**config.mk**
```make
export PLATFORM = sky130hd
export DESIGN_NAME = mqtt_connack_stream_deframer
export DESIGN_NICKNAME = d
export VERILOG_FILES = /design/src/hdl/mqttcd_pkg.sv /design/src/hdl/mqttcd_framer.sv /design/src/hdl/mqtt_connack_stream_deframer.sv
export SDC_FILE = /design/constraint.sdc
export NUM_CORES = 1
export LEC_CHECK = 0
export ABC_AREA = 0
export BUFFER_PORTS_ARGS = -buffer_cell sky130_fd_sc_hd__buf_2
export CORE_MARGIN = 10
export CORE_UTILIZATION = 30
export CTS_BUF_LIST = sky130_fd_sc_hd__clkbuf_4 sky130_fd_sc_hd__clkbuf_8
export DETAILED_ROUTE_END_ITERATION = 10
export PLACE_DENSITY = 0.49
export SYNTH_ARGS = -nofsm -noshare
export SYNTH_HDL_FRONTEND = slang
export SYNTH_SLANG_ARGS = --single-unit
```
**constraint.sdc**
```tcl
create_clock -name clock -period 5.36 [get_ports clock]
set_input_delay 0 -clock clock [delete_from_list [all_inputs] [get_ports clock]]
set_output_delay 0 -clock clock [all_outputs]
set_load 0.005 [all_outputs]
```
**src/hdl/mqttcd_pkg.sv**
```systemverilog
// ----------------------------------------------------------------------------
// mqttcd_pkg
// Shared constants and types for the MQTT CONNACK stream deframer.
// ----------------------------------------------------------------------------
package mqttcd_pkg;

   // longest remaining-length field, in 7-bit groups (1 to 4)
   localparam int MAX_LENGTH_GROUPS = 4;

   localparam int LEFT_BITS  = 28;
   localparam int GROUP_BITS = 7;

   localparam logic [3:0] CONNACK_TYPE = 4'd2;

   localparam logic [1:0] EV_CONNECTED    = 2'd0;
   localparam logic [1:0] EV_REFUSED      = 2'd1;
   localparam logic [1:0] EV_DISCONNECTED = 2'd2;
   localparam logic [1:0] EV_MALFORMED    = 2'd3;

   localparam logic FUNC_BYTE      = 1'b0;
   localparam logic FUNC_LINK_DOWN = 1'b1;

   typedef struct packed {
      logic       hit;
      logic [1:0] ev;
      logic [7:0] return_code;
      logic       return_code_valid;
   } result_type;

endpackage

```
**src/hdl/mqttcd_framer.sv**
```systemverilog
// ----------------------------------------------------------------------------
// mqttcd_framer
// Framing state and the per-word update: header, length field, body skip and
// CONNACK outcome. The result for a word is combinational from the state.
// ----------------------------------------------------------------------------
module mqttcd_framer (
   input  logic                   clock,
   input  logic                   reset,
   input  logic                   step_i,
   input  logic                   func_i,
   input  logic [7:0]             rx_byte_i,
   output mqttcd_pkg::result_type res_o
);

   typedef enum logic [1:0] {
      PH_HEADER = 2'd0,
      PH_LENGTH = 2'd1,
      PH_BODY   = 2'd2
   } phase_type;

   phase_type                           phase_ff, phase_in;
   logic [3:0]                          type_ff, type_in;
   logic [mqttcd_pkg::LEFT_BITS-1:0]    left_ff, left_in;
   logic [2:0]                          count_ff, count_in;
   logic [1:0]                          seen_ff, seen_in;
   logic [7:0]                          ack_ff, ack_in;
   logic                                link_ff, link_in;
   logic                                stuck_ff, stuck_in;

   logic                                fin;
   logic [mqttcd_pkg::LEFT_BITS-1:0]    group_sh;
   logic [mqttcd_pkg::GROUP_BITS-1:0]   group;

   assign group = rx_byte_i[mqttcd_pkg::GROUP_BITS-1:0];

   // least significant group first
   always_comb begin
      unique case (count_ff[1:0])
         2'd0:    group_sh = mqttcd_pkg::LEFT_BITS'(group);
         2'd1:    group_sh = mqttcd_pkg::LEFT_BITS'(group) << mqttcd_pkg::GROUP_BITS;
         2'd2:    group_sh = mqttcd_pkg::LEFT_BITS'(group) << (2 * mqttcd_pkg::GROUP_BITS);
         default: group_sh = mqttcd_pkg::LEFT_BITS'(group) << (3 * mqttcd_pkg::GROUP_BITS);
      endcase
   end

   always_comb begin
      phase_in = phase_ff;
      type_in  = type_ff;
      left_in  = left_ff;
      count_in = count_ff;
      seen_in  = seen_ff;
      ack_in   = ack_ff;
      link_in  = link_ff;
      stuck_in = stuck_ff;
      res_o    = '0;
      fin      = 1'b0;
      if (step_i) begin
         if (func_i == mqttcd_pkg::FUNC_LINK_DOWN) begin
            phase_in = PH_HEADER;
            type_in  = '0;
            left_in  = '0;
            count_in = '0;
            seen_in  = '0;
            ack_in   = '0;
            link_in  = 1'b0;
            stuck_in = 1'b0;
            if (link_ff) begin
               res_o.hit = 1'b1;
               res_o.ev  = mqttcd_pkg::EV_DISCONNECTED;
            end
         end else if (!stuck_ff) begin
            unique case (phase_ff)
               PH_LENGTH: begin
                  left_in  = left_ff + group_sh;
                  count_in = count_ff + 3'd1;
                  if (rx_byte_i[7]) begin
                     if (count_in >= 3'(mqttcd_pkg::MAX_LENGTH_GROUPS)) begin
                        stuck_in  = 1'b1;
                        res_o.hit = 1'b1;
                        res_o.ev  = mqttcd_pkg::EV_MALFORMED;
                     end
                  end else if (left_in == '0) begin
                     fin = 1'b1;
                  end else begin
                     phase_in = PH_BODY;
                  end
               end
               PH_BODY: begin
                  if (seen_ff == 2'd1) begin
                     ack_in = rx_byte_i;
                  end
                  if (seen_ff != 2'd3) begin
                     seen_in = seen_ff + 2'd1;
                  end
                  left_in = left_ff - mqttcd_pkg::LEFT_BITS'(1);
                  fin     = (left_in == '0);
               end
               default: begin
                  // header byte; the unused phase code lands here as well
                  phase_in = PH_LENGTH;
                  type_in  = rx_byte_i[7:4];
                  left_in  = '0;
                  count_in = '0;
                  seen_in  = '0;
                  ack_in   = '0;
               end
            endcase
            if (fin) begin
               if (type_in == mqttcd_pkg::CONNACK_TYPE) begin
                  if (seen_in == 2'd2 && ack_in == 8'd0) begin
                     if (!link_ff) begin
                        link_in   = 1'b1;
                        res_o.hit = 1'b1;
                        res_o.ev  = mqttcd_pkg::EV_CONNECTED;
                     end
                  end else begin
                     res_o.hit = 1'b1;
                     res_o.ev  = mqttcd_pkg::EV_REFUSED;
                     if (seen_in >= 2'd2) begin
                        res_o.return_code       = ack_in;
                        res_o.return_code_valid = 1'b1;
                     end
                  end
               end
               phase_in = PH_HEADER;
               type_in  = '0;
               left_in  = '0;
               count_in = '0;
               seen_in  = '0;
               ack_in   = '0;
            end
         end
      end
   end

   always_ff @(posedge clock) begin
      if (reset) begin
         phase_ff <= PH_HEADER;
         type_ff  <= '0;
         left_ff  <= '0;
         count_ff <= '0;
         seen_ff  <= '0;
         ack_ff   <= '0;
         link_ff  <= 1'b0;
         stuck_ff <= 1'b0;
      end else begin
         phase_ff <= phase_in;
         type_ff  <= type_in;
         left_ff  <= left_in;
         count_ff <= count_in;
         seen_ff  <= seen_in;
         ack_ff   <= ack_in;
         link_ff  <= link_in;
         stuck_ff <= stuck_in;
      end
   end

   // once stuck, only a link-down word clears it
   a_stuck_holds: assert property (@(posedge clock) disable iff (reset)
      stuck_ff && !(step_i && func_i == mqttcd_pkg::FUNC_LINK_DOWN) |=> stuck_ff)
      else $error("stuck flag dropped without link-down");

   // a connected report needs the link to have been down
   a_connect_once: assert property (@(posedge clock) disable iff (reset)
      res_o.hit && res_o.ev == mqttcd_pkg::EV_CONNECTED |-> !link_ff)
      else $error("connected reported while already connected");

   // body phase always has bytes still to skip
   a_body_nonzero: assert property (@(posedge clock) disable iff (reset)
      phase_ff == PH_BODY |-> left_ff != '0)
      else $error("body phase with nothing left to skip");

endmodule

```
**src/hdl/mqtt_connack_stream_deframer.sv**
```systemverilog
// ----------------------------------------------------------------------------
// mqtt_connack_stream_deframer
// Frames a received MQTT byte stream and reports CONNACK outcomes and link loss.
// ----------------------------------------------------------------------------
// Usage:
//   req_ channel: one word per received byte (req_func = 0, req_rx_byte) or a
//   link-down notice (req_func = 1). A word is taken when req_valid is high and
//   req_stall is low.
//   rsp_ channel: zero or one result word per request word: connected, refused
//   (with return code when the body carried one), disconnected or malformed
//   length field. Taken when rsp_valid is high and rsp_stall is low.
//   Timing: a taken word is held in the input register, and its result is
//   loaded into the result register when the word advances through the
//   framing update. Words that produce no result vanish silently.
//   Throughput: one word per cycle while the result register is not held
//   by rsp_stall.
//   Stall: while a result waits under rsp_stall, the input register still
//   takes a word; req_stall rises only when both registers are occupied.
//   Reset: synchronous, clears the framing state, the connected flag, the
//   malformed flag and both valid registers.
// ----------------------------------------------------------------------------
module mqtt_connack_stream_deframer (
   input  logic       clock,
   input  logic       reset,
   input  logic       req_valid,
   output logic       req_stall,
   input  logic       req_func,
   input  logic [7:0] req_rx_byte,
   output logic       rsp_valid,
   input  logic       rsp_stall,
   output logic [1:0] rsp_event_res,
   output logic [7:0] rsp_return_code,
   output logic       rsp_return_code_valid
);

   logic                   in_valid_ff, in_valid_in;
   logic                   in_func_ff;
   logic [7:0]             in_byte_ff;
   logic                   out_valid_ff, out_valid_in;
   mqttcd_pkg::result_type out_ff;
   mqttcd_pkg::result_type res;
   logic                   adv;
   logic                   take;

   assign adv       = in_valid_ff && (!out_valid_ff || !rsp_stall);
   assign req_stall = in_valid_ff && !adv;
   assign take      = req_valid && !req_stall;

   assign in_valid_in  = take || (in_valid_ff && !adv);
   assign out_valid_in = (adv && res.hit) || (out_valid_ff && rsp_stall);

   mqttcd_framer u_framer (
      .clock     (clock),
      .reset     (reset),
      .step_i    (adv),
      .func_i    (in_func_ff),
      .rx_byte_i (in_byte_ff),
      .res_o     (res)
   );

   always_ff @(posedge clock) begin
      if (reset) begin
         in_valid_ff  <= 1'b0;
         out_valid_ff <= 1'b0;
      end else begin
         in_valid_ff  <= in_valid_in;
         out_valid_ff <= out_valid_in;
      end
      if (take) begin
         in_func_ff <= req_func;
         in_byte_ff <= req_rx_byte;
      end
      if (adv && res.hit) begin
         out_ff <= res;
      end
   end

   assign rsp_valid             = out_valid_ff;
   assign rsp_event_res         = out_ff.ev;
   assign rsp_return_code       = out_ff.return_code;
   assign rsp_return_code_valid = out_ff.return_code_valid;

   // a return code only travels with a refusal
   a_rc_refused: assert property (@(posedge clock) disable iff (reset)
      out_valid_ff && out_ff.return_code_valid |-> out_ff.ev == mqttcd_pkg::EV_REFUSED)
      else $error("return code flagged on a non-refused result");

   // return code is zero unless flagged
   a_rc_zero: assert property (@(posedge clock) disable iff (reset)
      out_valid_ff && !out_ff.return_code_valid |-> out_ff.return_code == 8'd0)
      else $error("stray return code");

   // a stalled input word implies a blocked result register
   a_stall_cause: assert property (@(posedge clock) disable iff (reset)
      req_stall |-> in_valid_ff && out_valid_ff && rsp_stall)
      else $error("request stalled without a blocked result");

endmodule

```
==> insert_results.sql <==
INSERT INTO impl_metrics (metric_group, metric, value, unit) VALUES
('synthesis', 'netlist_area', '6350', 'µm²'),
('cells_and_area', 'final_layout_size_suffix_gt1_share', '9.70', '%'),
('sta', 'fin_crit_sh', '92.5', '%'),
('cells_and_area', 'number_of_standard_cells_in_the_layout_taps_in_and_fillers_out', '1121', ''),
('critical_path', 'rr_endpoint', 'rsp_return_code[3]$_SDFFCE_PP0P_', ''),
('clock_network', 'cts.sinks', '71', ''),
('drt', 'vias_per_cell', '5.79', ''),
('synthesis', 'synthesis.area_per_instance', '7.71', 'µm²'),
('sta', 'final.setup.tns', '0', 'ns'),
('critical_path', 'worst_ep_required_time', '5.42', 'ns'),
('floorplanning', 'die_w', '166', 'µm'),
('clock_network', 'worst_skew_pair.late_latency', '0.36', 'ns'),
('critical_path', 'worstSetupEndpointType', 'register', ''),
('sta', 'period_needed', '4.96', 'ns'),
('global_routing', 'wire_length_of_the_first_global_routing_pass', '35400', 'µm'),
('sta', 'clock-skew-final', '0.0121', 'ns'),
('global_routing', 'global_route.overflow_total', '0', ''),
('placed_design', 'routabilityCongestion', '0.880', ''),
('synthesis', 'unique_cell_type_count_in_the_yosys_netlist', '80', ''),
('critical_path', 'critical_path_peak_fanout', '11', ''),
('clock_network', 'cts.path.max_buffers', '2', ''),
('floorplanning', 'core_region_area', '21000', 'µm²'),
('global_routing', 'number_of_global_route_vias_before_repair', '6206', ''),
('global_routing', 'grt_util_all_layers', '16.4', '%'),
('global_routing', 'use_met2', '25.1', '%'),
('sta', 'grt_setup_unrepaired', 'no', ''),
('synthesis', 'ys_ff_latch', '71', ''),
('clock_network', 'clock_tree_from_tritoncts', 'done', ''),
('global_routing', 'grt_antenna_before_repair', '0', ''),
('drt', 'post_detailed_route_count_of_antenna_violating_nets', '0', ''),
('status', 'status', 'finished, final reports clean', ''),
('synthesis', 'dominant_synthesized_flop_cell', 'dfxtp_1', ''),
('drt', 'vias', '6494', ''),
('job', 'cap_viol_max_count', '0', ''),
('synthesis', 'synth-seq-area-share', '25.5', '%'),
('power', 'powerDensity', '167', 'nW/µm²'),
('clock_network', 'cts.root.buffer_cell', 'clkbuf_8', ''),
('cells_and_area', 'finish.net_count', '889', ''),
('drt', 'drt-total-wl', '22500', 'µm'),
('drt', 'detail_route.iter0.violations', '555', ''),
('floorplanning', 'rows', '53', ''),
('critical_path', 'timing_worst_setup_path_type', 'register to register', ''),
('sta', 'finalHoldViolations', '0', ''),
('critical_path', 'worst_setup_path_startpoint', 'u_framer.count_ff[0]$_SDFFE_PP0P_', ''),
('placed_design', 'dpl_cell_area', '6730', 'µm²'),
('cells_and_area', 'fillCellCount', '2319', ''),
('drt', 'first_pass_iters', '5', ''),
('sta', 'final.setup.worst_slack', '0.401', 'ns'),
('drt', 'remaining_drc_errors', '0', ''),
('placed_design', 'worst_setup_slack_before_clock_tree_synthesis', '0.463', 'ns'),
('synthesis', 'edff_count_synth', '20', ''),
('synthesis', 'asyncSetResetFlopFracSynth', '0', '%'),
('clock_network', 'post_cts_buffers', '0', ''),
('sta', 'achievable-frequency', '202', 'MHz'),
('power', 'leakagePower', '2.52', 'nW'),
('clock_network', 'cts.htree.levels', '3', ''),
('critical_path', 'rrSetupSlack', '0.40', 'ns'),
('clock_network', 'numCtsBuffers', '9', ''),
('floorplanning', 'ios', '26', ''),
('cells_and_area', 'final_cell_area', '7000', 'µm²'),
('critical_path', 'setup.worst_path.start_class', 'register', ''),
('sta', 'tightest_slew', '1.04', 'ns'),
('floorplanning', 'fp.dieArea', '27400', 'µm²'),
('synthesis', 'synth_warnings', '0', ''),
('cells_and_area', 'area.growth.synth_to_final', '10.2', '%'),
('synthesis', 'post_syn_nets', '873', ''),
('global_routing', 'top_usage_layer', 'met2', ''),
('critical_path', 'crit-reg2reg-launch', 'u_framer.count_ff[0]$_SDFFE_PP0P_', ''),
('floorplanning', 'floorplan.initialDensity', '30.3', '%'),
('global_routing', 'use_met1', '22.6', '%'),
('sta', 'final-setup-viol-count', '0', '');
cells in the mapped netlist (10+ instances only):
master,n,share of area [%]
ha_1,35,6.9
xnor2_1,22,3.0
and2_1,35,3.4
nor2_1,40,2.4
o22ai_1,19,1.9
a21oi_1,55,4.3
or3_1,17,1.7
nor4_1,13,1.3
nand2_1,92,5.4
edfxtp_1,20,9.5
nand4_1,21,2.1
a211oi_1,14,1.7
a31oi_1,10,0.98
nor3_1,34,2.7
o21ai_0,54,4.3
clkbuf_1,23,1.4
a22oi_1,18,2.1
buf_2,18,1.4
dfxtp_1,51,16
o21a_1,11,1.3
inv_1,38,2.2
nand3_1,14,1.1
how the worst min path moves through the flow:
stage               cells after the start                              to  slack [ns]           start
floorplan                               0         in_byte_ff[0]$_DFFE_PP_         0.1  req_rx_byte[0]
global placement                        1         in_byte_ff[0]$_DFFE_PP_        0.18  req_rx_byte[0]
detailed placement                      1         in_byte_ff[6]$_DFFE_PP_        0.18  req_rx_byte[6]
CTS                                     2  u_framer.stuck_ff$_SDFFE_PP0P_        0.01           reset
global route                            2  u_framer.stuck_ff$_SDFFE_PP0P_        0.03           reset
finish                                  2  u_framer.stuck_ff$_SDFFE_PP0P_        0.02           reset
registers in the layout, indices dropped and copies added, names as in the netlist, 2 cells and up:
| name | cells |
|---|---|
| u_framer.count_ff | 3 |
| u_framer.seen_ff | 2 |
| rsp_return_code | 8 |
| u_framer.ack_ff | 8 |
| u_framer.phase_ff | 2 |
| in_byte_ff | 8 |
| u_framer.type_ff | 4 |
| u_framer.left_ff | 28 |
| rsp_event_res | 2 |
kinds of logic after synthesis:
| logic type | synth area share, % |
|---|---|
| AND/OR/NAND/NOR | 28.3 |
| multiplexers | 0.689 |
| XOR/XNOR | 4.27 |
| flip-flops | 25.5 |
| adder cells (fa/ha/maj) | 7.21 |
| buffers and inverters | 5.79 |
| AO/OA/AOI/OAI | 28.2 |
power breakdown:
group	switching, mW	internal, mW
clock network	0.222	0.171
logic	0.119	0.0725
registers	0.0280	0.560
layout by cell type (no fill, tap or decap), drive strengths merged, types with 5 or more instances in the layout:
cell type,n
clkbuf,10
dlygate4sd3,10
and4,6
o22ai,19
and2,36
edfxtp,20
buf,40
or3,18
o21a,11
a211oi,14
nor3,34
a31oi,11
nand3,14
inv,38
a21oi,58
nand2,92
nor3b,5
o211ai,8
nand2b,9
xnor2,22
or4,8
nor4,17
nor2,40
nor2b,6
nand4,21
a22oi,18
ha,35
a32o,7
xor2,9
a21o,9
dfxtp,51
o32ai,5
o21ai,62
area by class of cell:
| type | instances | area (µm²) | area share, % |
|---|---|---|---|
| clock inverters | 6 | 37.5 | 0.536 |
| diodes | 1 | 2.50 | 0.0357 |
| flip-flops and latches | 71 | 1620 | 23.2 |
| inverters | 39 | 146 | 2.09 |
| repair buffers | 50 | 338 | 4.82 |
| clock buffers | 10 | 131 | 1.88 |
| multi-input cells | 669 | 4380 | 62.6 |
| well taps | 275 | 344 | 4.91 |
per-layer routing:
metal,up-vias,wire length (µm)
met4,0,959
met3,48,1330
met1,3064,10400
met5,-,0
met2,227,9780
li1,3155,-
timing repair:
item                                    4_1_cts  5_1_grt
endpoints found under the setup margin        0        8
gates resized for setup                       0        1
hold endpoints to repair                     10        0
hold buffers                                 10        0
stage by stage:
step	util, %	hold slack [ns]
6_report	33.4	0.0219
5_1_grt	33.4	0.0332
4_1_cts	33.4	0.0112
3_5_place_dp	32.1	0.178
3_3_place_gp	32.1	0.177
2_1_floorplan	-	0.0989
worst max-delay path, cell delays in order, from the launching register on:
cell and delay (ns):
dfxtp_1 0.35, ha_1 0.24, nor2b_1 0.35, and2_1 0.19, ha_1 0.18, inv_1 0.06
fa_1 0.40, nor2b_1 0.25, o31ai_1 0.16, a31oi_1 0.37, or2_2 0.22, a221oi_1 0.15
or4_1 0.52, nor4_1 0.27, a21oi_2 0.15, a2111o_1 0.42, a21oi_1 0.15, buf_4 0.22
Note: power is estimated with default switching activity, not from simulation.
